<file path="config.mk">
export PLATFORM = sky130hd
export DESIGN_NAME = spq_cell
export DESIGN_NICKNAME = d
export VERILOG_FILES = /design/src/rtl/spq_pkg.sv /design/src/rtl/spq_cell.sv
export SDC_FILE = /design/constraint.sdc
export NUM_CORES = 1
export LEC_CHECK = 0
export BUFFER_PORTS_ARGS = -buffer_cell sky130_fd_sc_hd__buf_2
export CAP_MARGIN = 15
export CELL_PAD_IN_SITES_DETAIL_PLACEMENT = 2
export CELL_PAD_IN_SITES_GLOBAL_PLACEMENT = 2
export CORE_ASPECT_RATIO = 0.75
export CORE_MARGIN = 4
export CORE_UTILIZATION = 22
export DETAILED_ROUTE_END_ITERATION = 8
export PLACE_DENSITY = 0.9
export SLEW_MARGIN = 5
export SYNTH_ARGS = -nofsm -noshare
export SYNTH_HDL_FRONTEND = slang
export SYNTH_SLANG_ARGS = --single-unit
</file>
<file path="constraint.sdc">
create_clock -name clk -period 4.3 [get_ports clk]
set_input_delay 0.215 -clock clk [delete_from_list [all_inputs] [get_ports clk]]
set_output_delay 0.215 -clock clk [all_outputs]
set_load 0.01 [all_outputs]
</file>
<file path="src/rtl/spq_pkg.sv">
// Package: shared types and constants for the stable priority queue.
package spq_pkg;

    localparam int CAPACITY = 64;
    localparam int IDX_W    = (CAPACITY > 1) ? $clog2(CAPACITY) : 1;
    localparam int CNT_W    = $clog2(CAPACITY + 1);
    localparam int TAG_W    = 16;
    localparam int SEV_W    = 10;

    typedef enum logic [1:0] {
        MODE_INSERT = 2'd0,
        MODE_ATTEND = 2'd1,
        MODE_CLEAR  = 2'd2,
        MODE_UNUSED = 2'd3
    } mode_t;

    typedef enum logic [1:0] {
        ST_ACCEPTED = 2'd0,
        ST_SERVED   = 2'd1,
        ST_FULL     = 2'd2,
        ST_EMPTY    = 2'd3
    } status_t;

    typedef enum logic [1:0] {
        CMD_HOLD   = 2'd0,
        CMD_INSERT = 2'd1,
        CMD_REMOVE = 2'd2
    } cell_op_t;

    typedef struct packed {
        logic [TAG_W-1:0] tag;
        logic [SEV_W-1:0] sev;
    } entry_t;

    typedef struct packed {
        cell_op_t op;
        entry_t   entry;
    } cell_cmd_t;

    typedef struct packed {
        logic [1:0]       mode;
        logic [TAG_W-1:0] entry_tag;
        logic [SEV_W-1:0] severity;
    } spq_in_t;

    typedef struct packed {
        logic [TAG_W-1:0] served_tag;
        logic [1:0]       status;
    } spq_out_t;

endpackage

</file>
<file path="src/rtl/spq_cell.sv">
// One queue slot: holds an entry and shifts with its neighbors on insert or remove.
module spq_cell
    import spq_pkg::*;
(
    input  logic             clk,
    input  logic [IDX_W-1:0] idx,
    input  logic [CNT_W-1:0] count,
    input  cell_cmd_t        cmd,
    input  entry_t           left_entry,
    input  logic             left_ge,
    input  entry_t           right_entry,
    output entry_t           entry,
    output logic             ge
);

    entry_t entry_reg;
    entry_t entry_next;
    logic   occupied;

    assign occupied = CNT_W'(idx) < count;
    // slot stays in front of the new entry: stable among equal severities
    assign ge       = occupied && (entry_reg.sev >= cmd.entry.sev);
    assign entry    = entry_reg;

    always_comb
    begin
        entry_next = entry_reg;
        case (cmd.op)
            CMD_INSERT:
            begin
                if (!ge)
                begin
                    entry_next = left_ge ? cmd.entry : left_entry;
                end
            end
            CMD_REMOVE:
            begin
                entry_next = right_entry;
            end
            default:
            begin
                entry_next = entry_reg;
            end
        endcase
    end

    always_ff @(posedge clk)
    begin
        entry_reg <= entry_next;
    end

endmodule

</file>
==> results.txt, run 1 <==
----------------------------------------------------
[Global routing]
  Overall global routing resource usage ... 13.49%
  Pin count of the biggest net entering global routing ... 54
  Wire length of the first global-routing pass ... 10.35 mm
  Via count of the first global-routing pass ... 2,069
  Number of antenna violations at the first check in global routing ... 1
  Sum of overflow across all layers after global routing ... 0

[Yosys]
  Number of standard cells after synthesis ... 170
  Proportion of synthesized area in mux cells ... 14.91%
  Combinational family with the most area after synthesis ... multiplexers
  Complex-gate fraction of the synthesized area ... 13.05%
  Synth Area per Inst ... 10.27 um2
  Asr flop ratio synth ... 0%
  Syn Std Cell Area ... 0.001745 mm2
  Adder-cell share of the synthesized area ... 10.75%
  #FFs+latches synth ... 26
  Number of nets in the synthesized netlist ... 280
  Seq/Total Area, Yosys ... 44.73%
  Leading register cell type out of synthesis ... sky130_fd_sc_hd__edfxtp_1
  Number of warnings reported in the yosys synthesis log ... 0
  Number of unique standard cell types used by synthesis ... 25
  EDFF count, synth ... 26
  Parity-gate share of the synthesized area counting xor and xnor cells ... 0%
  Post-synthesis simple-gate area fraction ... 10.11%

[Clock network]
  Setup repair bufs after CTS ... 0
  Insertion delay to the later sink of the worst-skew pair ... 270 ps
  Clk root buf ... sky130_fd_sc_hd__clkbuf_8
  CTS tree ... done
  Max clock buf depth ... 2
  CTS H-tree depth ... 1
  Clock transition time at the flip-flop clock pins of the worst setup and hold paths ... 100 ps
  Number of CTS-inserted buffers ... 3
  Number of sinks driven by the clock tree ... 26
  Hold buffers post-CTS ... 0
  CTS-repair resized insts ... 0

[STA]
  Unrepaired setup endpoints after global routing ... false
  Total setup violations reported at the end of the flow ... 0
  Fin worst setup slack ... 1697 ps
  Timing-limited maximum frequency ... 384.1 MHz
  Final hold viol count ... 0
  Worst Max-Slew Pin Slew ... 831.3 ps
  Sum Neg Setup Slack ... 0 ps
  Fin crit share ... 60.54%
  Final worst clock skew ... 5.188 ps
  Minimum period implied by the final worst setup slack ... 2603 ps
  Count of pins over their slew limit ... 0
  Worst slew margin relative to its limit ... 44.58%

[Final layout]
  Post-route standard cell area excluding fillers ... 0.002539 mm2
  Number of fillers in the final layout ... 886
  Proportion of layout cells with a drive suffix above 1 ... 46.53%
  Utilization after layout ... 33.70%
  Number of cells in the finished layout apart from fillers ... 390
  Area added between synthesis and finish ... 45.45%
  Leading cell type in the layout, fill and taps excluded ... sky130_fd_sc_hd__buf_2
  Most frequent cells in the layout ... sky130_fd_sc_hd__buf_2, sky130_fd_sc_hd__nand2_1, sky130_fd_sc_hd__o21ai_0
  Footprint of the flip-flops and latches ... 780.7 um2
  Max reg flops ... 26
  # nets final ... 399
  Area of the multi-input gates ... 877.1 um2

[Placement]
  Worst slack, placed ... 1672 ps
  Count of buffers inserted at the top-level ports ... 121
  Final HPWL DP ... 5.473 mm
  Placer's final routability congestion estimate ... 0.7407
  Post-placement cell count ... 385
  Placement Cell Area ... 0.002465 mm2

[Power]
  Net switching fraction of the power ... 26.92%
  Relative contribution of sequential cells to total power ... 44.6%
  Internal power ... 0.0005306 W
  Power per Cell Area ... 286.0 mW/mm2
  Leakage dissipation ... 1.266 nW
  Comb pwr share ... 27.2%
  Power share of the clock group ... 28.2%
  Net switching power ... 0.0001954 W
  Worst-case vdd ir drop ... 0.1406 mV

[Die]
  Ports placed on the boundary ... 122
  Number of core rows ... 27
  Starting density of the core ... 23.17%
  CORE AREA ... 0.007533 mm2
  Overall die height ... 85.14 um
  Overall die area ... 0.009438 mm2
  Die boundary width ... 110.9 um

[Detailed routing]
  Routed via count ... 1,730
  Number of remaining DRC errors ... 0
  Wire length per cell ... 16.27 um
  Detailed-route wire length ... 6.345 mm
  Iteration-0 DRC Markers ... 26
  Post-detailed-route via-to-cell ratio ... 4.436
  First-pass DRT Iterations ... 3
  Antenna Nets Post-Route ... 0

[Hold path]
  Hold/Removal Path Class ... input port to flop

[Worst setup path]
  Last element of the critical path ... entry[13]$_DFFE_PP_
  Start point of the critical path ... entry[3]$_DFFE_PP_
  Path type of the worst setup path ... flop to flop
  Crit path launch type ... flop
  Worst-case register-to-register setup slack ... 1700 ps
  Largest fanout on the critical path ... 14
  Capture instance of the worst register-to-register path ... entry[13]$_DFFE_PP_
  Worst Reg2Reg Path Length in Cells ... 7
  Origin of the critical flop-to-flop path ... entry[3]$_DFFE_PP_
  Worst Path Arrival ... 2570 ps
  Required arrival time at the worst endpoint ... 4270 ps
  CP endpoint kind ... flop

[Status]
  Status ... finished, final reports clean

[Job]
  Max-capacitance violation count ... 0

----------------------------------------------------
## worst min path at each step
stage,end,depth (start not counted),slack [ps],from
6_report,entry[14]$_DFFE_PP_,3,210,right_entry[14]
5_1_grt,entry[0]$_DFFE_PP_,3,210,right_entry[0]
4_1_cts,entry[14]$_DFFE_PP_,3,210,right_entry[14]
3_5_place_dp,entry[14]$_DFFE_PP_,3,500,right_entry[14]
3_3_place_gp,entry[13]$_DFFE_PP_,3,490,right_entry[13]
2_1_floorplan,entry[0]$_DFFE_PP_,2,400,right_entry[0]
## stage by stage
stage	hold WS, ps	power [W]
floorplan	402.1	0.0004284
global placement	491.5	0.0005208
detailed placement	501.6	0.0005336
CTS	207.9	0.0007448
global route	211.5	0.0007778
finish	214.9	0.0007261
## synthesized netlist by cell type, types with 2 or more instances
master | n | share of area [%]
sky130_fd_sc_hd__a21oi_1 | 5 | 1.4
sky130_fd_sc_hd__buf_2 | 3 | 0.86
sky130_fd_sc_hd__buf_4 | 2 | 0.86
sky130_fd_sc_hd__clkbuf_1 | 3 | 0.65
sky130_fd_sc_hd__edfxtp_1 | 26 | 45
sky130_fd_sc_hd__ha_1 | 15 | 11
sky130_fd_sc_hd__inv_1 | 16 | 3.4
sky130_fd_sc_hd__mux2i_1 | 26 | 15
sky130_fd_sc_hd__nand2_1 | 28 | 6.0
sky130_fd_sc_hd__nand2b_1 | 2 | 0.72
sky130_fd_sc_hd__nand4_1 | 2 | 0.72
sky130_fd_sc_hd__nor2_1 | 2 | 0.43
sky130_fd_sc_hd__o21ai_0 | 28 | 8.0
## metal layers
| metal | share of wire, % | GRT usage, % | vias up |
|---|---|---|---|
| met5 | 0 | 0 | - |
| met4 | 2.2 | 3.691 | 0 |
| met3 | 6.5 | 4.205 | 8 |
| met2 | 54 | 26.38 | 65 |
| met1 | 37 | 13.93 | 817 |
| li1 | - | - | 840 |
## critical path, cell delays in order (launching register included)
cell,delay (ps)
sky130_fd_sc_hd__edfxtp_1,430
sky130_fd_sc_hd__ha_1,330
sky130_fd_sc_hd__a211oi_2,180
sky130_fd_sc_hd__nor2_1,70
sky130_fd_sc_hd__nor2_1,110
sky130_fd_sc_hd__a21oi_1,140
sky130_fd_sc_hd__o311ai_4,690
sky130_fd_sc_hd__buf_4,360
## cells by family (layout without fill, tap and decap cells)
group | count (synthesis) | after routing
buffers and inverters | 25 | 143
other | 0 | 1
DFF | 26 | 26
muxes | 26 | 26
and+or+nand+nor | 39 | 39
adders and majority gates | 15 | 15
AOI/OAI and AO/OA | 39 | 39
## layout make-up
class,count,area share (%)
repair buffers,123,24.45
multi-input cells,119,34.55
clock inverters,1,1.183
well taps,101,4.978
diodes,1,0.09857
flip-flops and latches,26,30.75
inverters,16,2.366
clock buffers,3,1.626
## power by group through the flow
stage	Combinational [W]	Sequential, W	Clock (W)
floorplan	0.0000840	0.000344	0
global placement	0.000193	0.000328	0
detailed placement	0.000203	0.000330	0
CTS	0.000204	0.000324	0.000216
global route	0.000225	0.000327	0.000226
finish	0.000198	0.000324	0.000205
(Power assumes the default switching activity.)
==> inputs of run 2 (changes only) <==
--- a/config.mk
+++ b/config.mk
@@ -5,15 +5,16 @@
 export SDC_FILE = /design/constraint.sdc
 export NUM_CORES = 1
 export LEC_CHECK = 0
+export ABC_AREA = 1
 export BUFFER_PORTS_ARGS = -buffer_cell sky130_fd_sc_hd__buf_2
 export CAP_MARGIN = 15
 export CELL_PAD_IN_SITES_DETAIL_PLACEMENT = 2
 export CELL_PAD_IN_SITES_GLOBAL_PLACEMENT = 2
 export CORE_ASPECT_RATIO = 0.75
 export CORE_MARGIN = 4
-export CORE_UTILIZATION = 22
+export CORE_UTILIZATION = 19
 export DETAILED_ROUTE_END_ITERATION = 8
-export PLACE_DENSITY = 0.9
+export PLACE_DENSITY = 0.86
 export SLEW_MARGIN = 5
 export SYNTH_ARGS = -nofsm -noshare
 export SYNTH_HDL_FRONTEND = slang
==> constraint.sdc (replaced) <==
create_clock -name clk -period 2.1 [get_ports clk]
set_input_delay 0.105 -clock clk [delete_from_list [all_inputs] [get_ports clk]]
set_output_delay 0.105 -clock clk [all_outputs]
set_load 0.01 [all_outputs]
==> run 2 against run 1 <==
Net effect:
- critical path depth up 4
- critical endpoint is now entry[3]$_DFFE_PP_
- largest power group unchanged
- wire length up 5.1%
- hold slack worse by 60 ps
- register-to-register slack worse by 1500 ps
==> results.txt, run 2 <==
----------------------------------------------------
[Status]
  Status ... finished, final reports clean (unchanged)

[Worst setup path]
  Standard cell with the maximum stage delay on the critical path ... sky130_fd_sc_hd__edfxtp_1 (was sky130_fd_sc_hd__o311ai_4)
  Origin of the critical flop-to-flop path ... entry[5]$_DFFE_PP_ (was entry[3]$_DFFE_PP_)
  Path type of the worst setup path ... flop to flop (unchanged)
  CP endpoint kind ... flop (unchanged)
  Worst Reg2Reg Path Length in Cells ... 11 (was 7)
  Required arrival time at the worst endpoint ... 2060 ps (was 4270 ps)
  Worst-path cell chain ... ha_1 -> nand2_1 -> inv_1 -> nand2_1 -> nand2_1 -> nand2_1 -> nand3_1 -> nand2_1 -> nand2_1 -> nand2_2 -> buf_4 (was ha_1 -> a211oi_2 -> nor2_1 -> nor2_1 -> a21oi_1 -> o311ai_4 -> buf_4)
  Worst-case register-to-register setup slack ... 230 ps (was 1700 ps)
  Largest fanout on the critical path ... 13 (was 14)
  Family with the most delay on the worst path ... simple AND/OR/NAND/NOR gates (was compound AO/OA/AOI/OAI gates)
  CP peak stage delay ... 390 ps (was 690 ps)
  Crit path launch type ... flop (unchanged)
  Worst Path Arrival ... 1830 ps (was 2570 ps)
  Crit path top cell by count ... sky130_fd_sc_hd__nand2_1 (was sky130_fd_sc_hd__nor2_1)
  CP Buf/Inv Count ... 2 (was 1)
  Capture instance of the worst register-to-register path ... entry[3]$_DFFE_PP_ (was entry[13]$_DFFE_PP_)

[Yosys]
  EDFF count, synth ... 26 (unchanged)
  Most common library cells after synthesis ... sky130_fd_sc_hd__nand2_1, sky130_fd_sc_hd__nor2_1, sky130_fd_sc_hd__edfxtp_1 (was sky130_fd_sc_hd__nand2_1, sky130_fd_sc_hd__o21ai_0, sky130_fd_sc_hd__edfxtp_1, sky130_fd_sc_hd__mux2i_1, sky130_fd_sc_hd__inv_1)
  Number of standard cells after synthesis ... 220 (was 170)
  Synth area leader ... sky130_fd_sc_hd__edfxtp_1 (unchanged)
  #FFs+latches synth ... 26 (unchanged)
  Number of warnings reported in the yosys synthesis log ... 0 (unchanged)
  Adder-cell share of the synthesized area ... 10.37% (was 10.75%)
  Seq/Total Area, Yosys ... 43.12% (was 44.73%)
  Number of unique standard cell types used by synthesis ... 21 (was 25)
  Proportion of synthesized area in mux cells ... 0% (was 14.91%)
  Post-synthesis simple-gate area fraction ... 21.91% (was 10.11%)
  Number of nets in the synthesized netlist ... 330 (was 280)
  Leading register cell type out of synthesis ... sky130_fd_sc_hd__edfxtp_1 (unchanged)
  Combinational family with the most area after synthesis ... simple AND/OR/NAND/NOR gates (was multiplexers)
  Syn Std Cell Area ... 0.001810 mm2 (was 0.001745 mm2)
  Complex-gate fraction of the synthesized area ... 14.31% (was 13.05%)
  Asr flop ratio synth ... 0% (unchanged)
  Fraction of post-synthesis cell area in the top cell type by area ... 43.12% (was 44.73%)
  Cell types occupying the most area after synthesis ... sky130_fd_sc_hd__edfxtp_1, sky130_fd_sc_hd__nand2_1, sky130_fd_sc_hd__ha_1 (was sky130_fd_sc_hd__edfxtp_1, sky130_fd_sc_hd__mux2i_1, sky130_fd_sc_hd__ha_1)
  Synth Area per Inst ... 8.229 um2 (was 10.27 um2)
  Most used standard cell by instance count after synthesis ... sky130_fd_sc_hd__nand2_1
  Parity-gate share of the synthesized area counting xor and xnor cells ... 0% (unchanged)

[Clock network]
  Insertion delay to the later sink of the worst-skew pair ... 260 ps (was 270 ps)
  Setup repair bufs after CTS ... 0 (unchanged)
  CTS tree ... done (unchanged)
  Clk root buf ... sky130_fd_sc_hd__clkbuf_16 (was sky130_fd_sc_hd__clkbuf_8)
  Number of sinks driven by the clock tree ... 26 (unchanged)
  Max clock buf depth ... 2 (unchanged)
  Clock transition time at the flip-flop clock pins of the worst setup and hold paths ... 70 ps (was 100 ps)
  CTS-repair resized insts ... 0 (unchanged)
  CTS H-tree depth ... 1 (unchanged)
  Hold buffers post-CTS ... 0 (unchanged)
  Number of CTS-inserted buffers ... 3 (unchanged)

[Global routing]
  Wire length of the first global-routing pass ... 10.43 mm (was 10.35 mm)
  Overall global routing resource usage ... 11.54% (was 13.49%)
  Via count of the first global-routing pass ... 2,222 (was 2,069)
  Pin count of the biggest net entering global routing ... 36 (was 54)
  Sum of overflow across all layers after global routing ... 0 (unchanged)
  Number of antenna violations at the first check in global routing ... 1 (unchanged)

[Detailed routing]
  Detailed-route wire length ... 6.666 mm (was 6.345 mm)
  First-pass DRT Iterations ... 4 (was 3)
  Number of remaining DRC errors ... 0 (unchanged)
  Iteration-0 DRC Markers ... 51 (was 26)
  Routed via count ... 1,958 (was 1,730)
  Post-detailed-route via-to-cell ratio ... 4.184 (was 4.436)
  Antenna Nets Post-Route ... 0 (unchanged)
  Wire length per cell ... 14.24 um (was 16.27 um)

[STA]
  Count of pins over their slew limit ... 0 (unchanged)
  Final worst clock skew ... 5.209 ps (was 5.188 ps)
  Minimum hold slack ... 155.0 ps (was 214.9 ps)
  Total setup violations reported at the end of the flow ... 0 (unchanged)
  Timing-limited maximum frequency ... 534.7 MHz (was 384.1 MHz)
  Fin crit share ... 89.06% (was 60.54%)
  Unrepaired setup endpoints after global routing ... false (unchanged)
  Minimum period implied by the final worst setup slack ... 1870 ps (was 2603 ps)
  Sum Neg Setup Slack ... 0 ps (unchanged)
  Final hold viol count ... 0 (unchanged)
  Worst slew margin relative to its limit ... 66.91% (was 44.58%)
  Worst Max-Slew Pin Slew ... 494.6 ps (was 831.3 ps)

[Power]
  Internal power ... 0.001073 W (was 0.0005306 W)
  Power per Cell Area ... 572.2 mW/mm2 (was 286.0 mW/mm2)
  Power share of the clock group ... 29.0% (was 28.2%)
  Net switching power ... 0.0004274 W (was 0.0001954 W)
  Leakage dissipation ... 1.332 nW (was 1.266 nW)
  Net switching fraction of the power ... 28.48% (was 26.92%)
  Comb pwr share ... 27.5% (was 27.2%)
  Worst-case vdd ir drop ... 0.2506 mV (was 0.1406 mV)
  Relative contribution of sequential cells to total power ... 43.5% (was 44.6%)

[Die]
  Overall die height ... 92.54 um (was 85.14 um)
  CORE AREA ... 0.009159 mm2 (was 0.007533 mm2)
  Die boundary width ... 120.7 um (was 110.9 um)
  Number of core rows ... 30 (was 27)
  Overall die area ... 0.01117 mm2 (was 0.009438 mm2)
  Starting density of the core ... 19.77% (was 23.17%)
  Ports placed on the boundary ... 122 (unchanged)

[Job]
  Max-capacitance violation count ... 0 (unchanged)

[Final layout]
  Most frequent cells in the layout ... sky130_fd_sc_hd__buf_2, sky130_fd_sc_hd__nand2_1, sky130_fd_sc_hd__nor2_1 (was sky130_fd_sc_hd__buf_2, sky130_fd_sc_hd__nand2_1, sky130_fd_sc_hd__o21ai_0)
  Area added between synthesis and finish ... 44.85% (was 45.45%)
  Proportion of layout cells with a drive suffix above 1 ... 42.48% (was 46.53%)
  # nets final ... 450 (was 399)
  Number of fillers in the final layout ... 1,093 (was 886)
  Leading cell type in the layout, fill and taps excluded ... sky130_fd_sc_hd__buf_2 (unchanged)
  Max reg flops ... 26 (unchanged)

[Hold path]
  Hold/Removal Path Class ... input port to flop (unchanged)
  Endpoint of the worst hold path ... entry[6]$_DFFE_PP_ (was entry[14]$_DFFE_PP_)
  Source of the worst hold timing path ... left_entry[6] (was right_entry[14])
  Number of cells traversed by the worst hold path ... 3 (unchanged)

[Placement]
  Placer's final routability congestion estimate ... 0.7053 (was 0.7407)
  Final HPWL DP ... 5.660 mm (was 5.473 mm)
  Count of buffers inserted at the top-level ports ... 121 (unchanged)

----------------------------------------------------
==> run 2: worst register-to-register path: stages (launching register included) <==
cell,delay (ps)
sky130_fd_sc_hd__edfxtp_1,390
sky130_fd_sc_hd__ha_1,310
sky130_fd_sc_hd__nand2_1,120
sky130_fd_sc_hd__inv_1,50
sky130_fd_sc_hd__nand2_1,60
sky130_fd_sc_hd__nand2_1,50
sky130_fd_sc_hd__nand2_1,60
sky130_fd_sc_hd__nand3_1,70
sky130_fd_sc_hd__nand2_1,80
sky130_fd_sc_hd__nand2_1,60
sky130_fd_sc_hd__nand2_2,90
sky130_fd_sc_hd__buf_4,240
==> run 2: power groups by stage <==
stage / Sequential (W) / Combinational [W] / Clock [W]
2_1_floorplan: 0.000689 / 0.000190 / 0
3_3_place_gp: 0.000661 / 0.000404 / 0
3_5_place_dp: 0.000665 / 0.000424 / 0
4_1_cts: 0.000653 / 0.000426 / 0.000456
5_1_grt: 0.000657 / 0.000472 / 0.000477
6_report: 0.000652 / 0.000413 / 0.000435
==> run 2: area by class of cell <==
type	instances	area (um2)	share of cell area (%)
Clock inverter	1	3.754	0.1431
Timing Repair Buffer	125	648.1	24.71
Inverter	27	106.4	4.055
Multi-Input combinational cell	157	845.8	32.25
Tap cell	128	160.2	6.107
Clock buffer	3	75.07	2.863
Antenna cell	1	2.502	0.09542
Sequential cell	26	780.7	29.77
==> run 2: worst max-delay path by stage <==
stage | endpoint | depth (start not counted) | start | slack, ps
floorplan | entry[0]$_DFFE_PP_ | 10 | entry[5]$_DFFE_PP_ | 230
global placement | entry[20]$_DFFE_PP_ | 8 | entry[9]$_DFFE_PP_ | 280
detailed placement | entry[21]$_DFFE_PP_ | 11 | entry[5]$_DFFE_PP_ | 190
CTS | entry[21]$_DFFE_PP_ | 11 | entry[5]$_DFFE_PP_ | 180
global route | entry[23]$_DFFE_PP_ | 11 | entry[5]$_DFFE_PP_ | 70
finish | entry[3]$_DFFE_PP_ | 11 | entry[5]$_DFFE_PP_ | 230
==> run 2: logic make-up (layout without fill, tap and decap cells) <==
logic type | count (synthesis) | in the layout
AND/OR/NAND/NOR | 101 | 101
AO/OA/AOI/OAI | 41 | 41
buffers and inverters | 37 | 156
flip-flops | 26 | 26
adder cells (fa/ha/maj) | 15 | 15
other | 0 | 1
==> run 2: stage by stage <==
step / cell area, um2 / utilization (%) / cells / total power (W) / setup WS (ps)
after floorplan: 1813 / - / 220 / 0.0008800 / 231.8
after global placement: 2541 / 27.75 / 463 / 0.001065 / 276.9
after detailed placement: 2541 / 27.75 / 463 / 0.001089 / 190.4
after CTS: 2620 / 28.61 / 467 / 0.001534 / 176.1
after global routing: 2623 / 28.63 / 468 / 0.001606 / 65.79
final: 2623 / 28.63 / 468 / 0.001501 / 229.7
==> run 2: routing by layer <==
metal,track usage [%],up-vias,wire length (um)
li1,-,968,-
met1,13.61,903,2849
met2,19.80,74,3121
met3,3.968,13,528
met4,3.491,0,167
met5,0,-,0
==> inputs of run 3 (changes only) <==
--- a/config.mk
+++ b/config.mk
@@ -5,16 +5,14 @@
 export SDC_FILE = /design/constraint.sdc
 export NUM_CORES = 1
 export LEC_CHECK = 0
-export ABC_AREA = 1
 export BUFFER_PORTS_ARGS = -buffer_cell sky130_fd_sc_hd__buf_2
 export CAP_MARGIN = 15
 export CELL_PAD_IN_SITES_DETAIL_PLACEMENT = 2
 export CELL_PAD_IN_SITES_GLOBAL_PLACEMENT = 2
 export CORE_ASPECT_RATIO = 0.75
-export CORE_MARGIN = 4
-export CORE_UTILIZATION = 19
+export CORE_UTILIZATION = 20
 export DETAILED_ROUTE_END_ITERATION = 8
-export PLACE_DENSITY = 0.86
+export PLACE_DENSITY = 0.87
 export SLEW_MARGIN = 5
 export SYNTH_ARGS = -nofsm -noshare
 export SYNTH_HDL_FRONTEND = slang
==> run 3 against run 2 <==
Net effect:
- clock skew decreased by 1.1 ps
- power is 3.0% higher
- design area up 2.2%
- critical endpoint is now entry[5]$_DFFE_PP_
- largest power group unchanged
==> results.txt, run 3 (synthesis gave the netlist of run 1 again) <==
----------------------------------------------------
[Status]
  Status ... finished, final reports clean (unchanged)

[Detailed routing]
  Antenna Nets Post-Route ... 0 (unchanged)
  Iteration-0 DRC Markers ... 23 (was 51)
  Detailed-route wire length ... 6.073 mm (was 6.666 mm)
  Number of remaining DRC errors ... 0 (unchanged)
  Wire length per cell ... 15.11 um (was 14.24 um)
  Routed via count ... 1,712 (was 1,958)
  Post-detailed-route via-to-cell ratio ... 4.259 (was 4.184)
  First-pass DRT Iterations ... 4 (unchanged)

[Worst setup path]
  Largest fanout on the critical path ... 7 (was 13)
  CP peak stage delay ... 440 ps (was 390 ps)
  Worst-path cell chain ... ha_4 -> a211oi_2 -> nor2_1 -> nor2_1 -> a21oi_2 -> o311ai_4 -> buf_12 -> clkbuf_16 (was ha_1 -> nand2_1 -> inv_1 -> nand2_1 -> nand2_1 -> nand2_1 -> nand3_1 -> nand2_1 -> nand2_1 -> nand2_2 -> buf_4)
  Capture instance of the worst register-to-register path ... entry[5]$_DFFE_PP_ (was entry[3]$_DFFE_PP_)
  Logic depth of the worst path, buffers included ... 8 (was 11)
  Worst-case register-to-register setup slack ... 50 ps (was 230 ps)
  Path type of the worst setup path ... flop to flop (unchanged)
  Crit path launch type ... flop (unchanged)
  Worst Path Arrival ... 2020 ps (was 1830 ps)
  CP endpoint kind ... flop (unchanged)
  Standard cell with the maximum stage delay on the critical path ... sky130_fd_sc_hd__edfxtp_1 (unchanged)
  Family with the most delay on the worst path ... compound AO/OA/AOI/OAI gates (was simple AND/OR/NAND/NOR gates)
  CP Buf/Inv Count ... 2 (unchanged)
  Origin of the critical flop-to-flop path ... entry[3]$_DFFE_PP_ (was entry[5]$_DFFE_PP_)
  Required arrival time at the worst endpoint ... 2080 ps (was 2060 ps)
  Worst Reg2Reg Path Length in Cells ... 8 (was 11)
  Crit path top cell by count ... sky130_fd_sc_hd__nor2_1 (was sky130_fd_sc_hd__nand2_1)

[Global routing]
  Sum of overflow across all layers after global routing ... 0 (unchanged)
  Pin count of the biggest net entering global routing ... 36 (unchanged)
  Number of antenna violations at the first check in global routing ... 0 (was 1)
  GR Layer Usage met1 ... 14.59% (was 13.61%)
  Via count of the first global-routing pass ... 1,894 (was 2,222)
  Met2 capacity usage during global routing ... 25.11% (was 19.80%)
  Wire length of the first global-routing pass ... 9.232 mm (was 10.43 mm)
  Overall global routing resource usage ... 13.05% (was 11.54%)
  Busiest layer in global routing ... met2 (unchanged)
  Met3 routing resource usage after global routing ... 2.590% (was 3.968%)

[Placement]
  Worst slack, placed ... 101.5 ps (was 190.4 ps)
  Post-placement cell count ... 394 (was 463)
  Count of buffers inserted at the top-level ports ... 121 (unchanged)
  Final HPWL DP ... 5.016 mm (was 5.660 mm)
  Placer's final routability congestion estimate ... 0.6877 (was 0.7053)

[Die]
  Ports placed on the boundary ... 122 (unchanged)
  Number of core rows ... 29 (was 30)
  Overall die area ... 0.009109 mm2 (was 0.01117 mm2)
  Die boundary width ... 109.9 um (was 120.7 um)
  CORE AREA ... 0.008454 mm2 (was 0.009159 mm2)
  Overall die height ... 82.91 um (was 92.54 um)
  Starting density of the core ... 20.65% (was 19.77%)

[Final layout]
  Number of antenna repair diodes ... 0 (was 1)
  Max reg flops ... 26 (unchanged)
  Proportion of layout cells with a drive suffix above 1 ... 48.30% (was 42.48%)
  # nets final ... 405 (was 450)
  Number of fillers in the final layout ... 976 (was 1,093)
  Leading cell type in the layout, fill and taps excluded ... sky130_fd_sc_hd__buf_2 (unchanged)
  Area added between synthesis and finish ... 53.62% (was 44.85%)
  Most frequent cells in the layout ... sky130_fd_sc_hd__buf_2, sky130_fd_sc_hd__nand2_1, sky130_fd_sc_hd__o21ai_0 (was sky130_fd_sc_hd__buf_2, sky130_fd_sc_hd__nand2_1, sky130_fd_sc_hd__nor2_1)
  Number of cells in the finished layout apart from fillers ... 402 (was 468)

[STA]
  Minimum hold slack ... 123.3 ps (was 155.0 ps)
  Timing-limited maximum frequency ... 488.1 MHz (was 534.7 MHz)
  Fin worst setup slack ... 51.12 ps (was 229.7 ps)
  Minimum period implied by the final worst setup slack ... 2049 ps (was 1870 ps)
  Fin crit share ... 97.57% (was 89.06%)
  Worst slew margin relative to its limit ... 64.77% (was 66.91%)
  Worst Max-Slew Pin Slew ... 523.0 ps (was 494.6 ps)
  Total setup violations reported at the end of the flow ... 0 (unchanged)
  Sum Neg Setup Slack ... 0 ps (unchanged)
  Final worst clock skew ... 4.085 ps (was 5.209 ps)
  Final hold viol count ... 0 (unchanged)
  Count of pins over their slew limit ... 0 (unchanged)

[Clock network]
  Number of CTS-inserted buffers ... 3 (unchanged)
  Max clock buf depth ... 2 (unchanged)
  Clock transition time at the flip-flop clock pins of the worst setup and hold paths ... 60 ps (was 70 ps)
  Clk root buf ... sky130_fd_sc_hd__clkbuf_16 (unchanged)
  CTS tree ... done (unchanged)
  CTS H-tree depth ... 1 (unchanged)
  Insertion delay to the later sink of the worst-skew pair ... 260 ps (about the same)
  Number of sinks driven by the clock tree ... 26 (unchanged)

[Job]
  Max-capacitance violation count ... 0 (unchanged)

[Hold path]
  Endpoint of the worst hold path ... entry[23]$_DFFE_PP_ (was entry[6]$_DFFE_PP_)
  Hold/Removal Path Class ... input port to flop (unchanged)
  Source of the worst hold timing path ... right_entry[23] (was left_entry[6])
  Number of cells traversed by the worst hold path ... 3 (unchanged)

[Power]
  Power per Cell Area ... 576.3 mW/mm2 (was 572.2 mW/mm2)
  Relative contribution of sequential cells to total power ... 43.0% (was 43.5%)
  Power share of the clock group ... 27.1% (was 29.0%)
  Net switching power ... 0.0004143 W (was 0.0004274 W)
  Worst-case vdd ir drop ... 0.3171 mV (was 0.2506 mV)
  Net switching fraction of the power ... 26.81% (was 28.48%)
  Internal power ... 0.001131 W (was 0.001073 W)
  Leakage dissipation ... 1.322 nW (was 1.332 nW)
  Comb pwr share ... 29.9% (was 27.5%)
  Total Power Consumption ... 0.001545 W (was 0.001501 W)

----------------------------------------------------
run 3: cell types whose count changed in the layout (fill, tap and decap cells not counted), sizes merged, moves of 2 or more:
cell    before  now
nor2        40    2
nand2       57   28
mux2i        0   26
o21ai       10   29
a31oi       17    0
inv         27   16
a21oi       13    5
nand3        3    0
buf        125  127
clkbuf       3    5
nand2b       0    2
nand4        0    2
nor2b        0    2
run 3: worst max-delay path by stage:
stage | startpoint | slack (ps) | end
6_report | entry[3]$_DFFE_PP_ | 50 | entry[5]$_DFFE_PP_
5_1_grt | entry[3]$_DFFE_PP_ | -30 | entry[5]$_DFFE_PP_
4_1_cts | entry[5]$_DFFE_PP_ | 90 | ge
3_5_place_dp | entry[0]$_DFFE_PP_ | 100 | entry[18]$_DFFE_PP_
3_3_place_gp | entry[0]$_DFFE_PP_ | 150 | entry[20]$_DFFE_PP_
2_1_floorplan | entry[0]$_DFFE_PP_ | -210 | entry[0]$_DFFE_PP_
run 3: through the flow:
step	utilization (%)	instance area, um2
floorplan	-	1779
global placement	29.78	2517
detailed placement	29.78	2517
CTS	30.71	2596
global route	31.72	2681
finish	31.72	2681
run 3: final cells by class:
| cell class | count | area, um2 | share of cell area (%) |
|---|---|---|---|
| inverters | 16 | 60.06 | 2.240 |
| well taps | 108 | 135.1 | 5.040 |
| clock inverters | 1 | 3.754 | 0.1400 |
| flip-flops and latches | 26 | 780.7 | 29.12 |
| repair buffers | 129 | 729.5 | 27.20 |
| clock buffers | 3 | 75.07 | 2.800 |
| multi-input cells | 119 | 897.1 | 33.46 |
run 3: worst reg2reg max path: stages (launching register included):
cell and delay, ps:
sky130_fd_sc_hd__edfxtp_1 440, sky130_fd_sc_hd__ha_4 240, sky130_fd_sc_hd__a211oi_2 170, sky130_fd_sc_hd__nor2_1 90
sky130_fd_sc_hd__nor2_1 150, sky130_fd_sc_hd__a21oi_2 100, sky130_fd_sc_hd__o311ai_4 260, sky130_fd_sc_hd__buf_12 170
sky130_fd_sc_hd__clkbuf_16 150
run 3: what timing repair did:
| action | CTS | global route |
|---|---|---|
| setup buffers | 0 | 1 |
| gates resized for setup | 0 | 3 |
| hold buffers | 0 | 0 |
| endpoints found under the setup margin | 0 | 26 |
run 3: power by group through the flow:
| stage | registers (W) | clock network, W | logic (W) |
|---|---|---|---|
| after floorplan | 0.000703 | 0 | 0.000182 |
| after global placement | 0.000670 | 0 | 0.000407 |
| after detailed placement | 0.000677 | 0 | 0.000428 |
| after CTS | 0.000665 | 0.000443 | 0.000429 |
| after global routing | 0.000671 | 0.000442 | 0.000511 |
| final | 0.000664 | 0.000419 | 0.000462 |
run 3: metal layers:
metal,share of wire [%],vias up
li1,-,855
met1,41,811
met2,54,44
met3,5.1,2
met4,0.66,0
met5,0,-
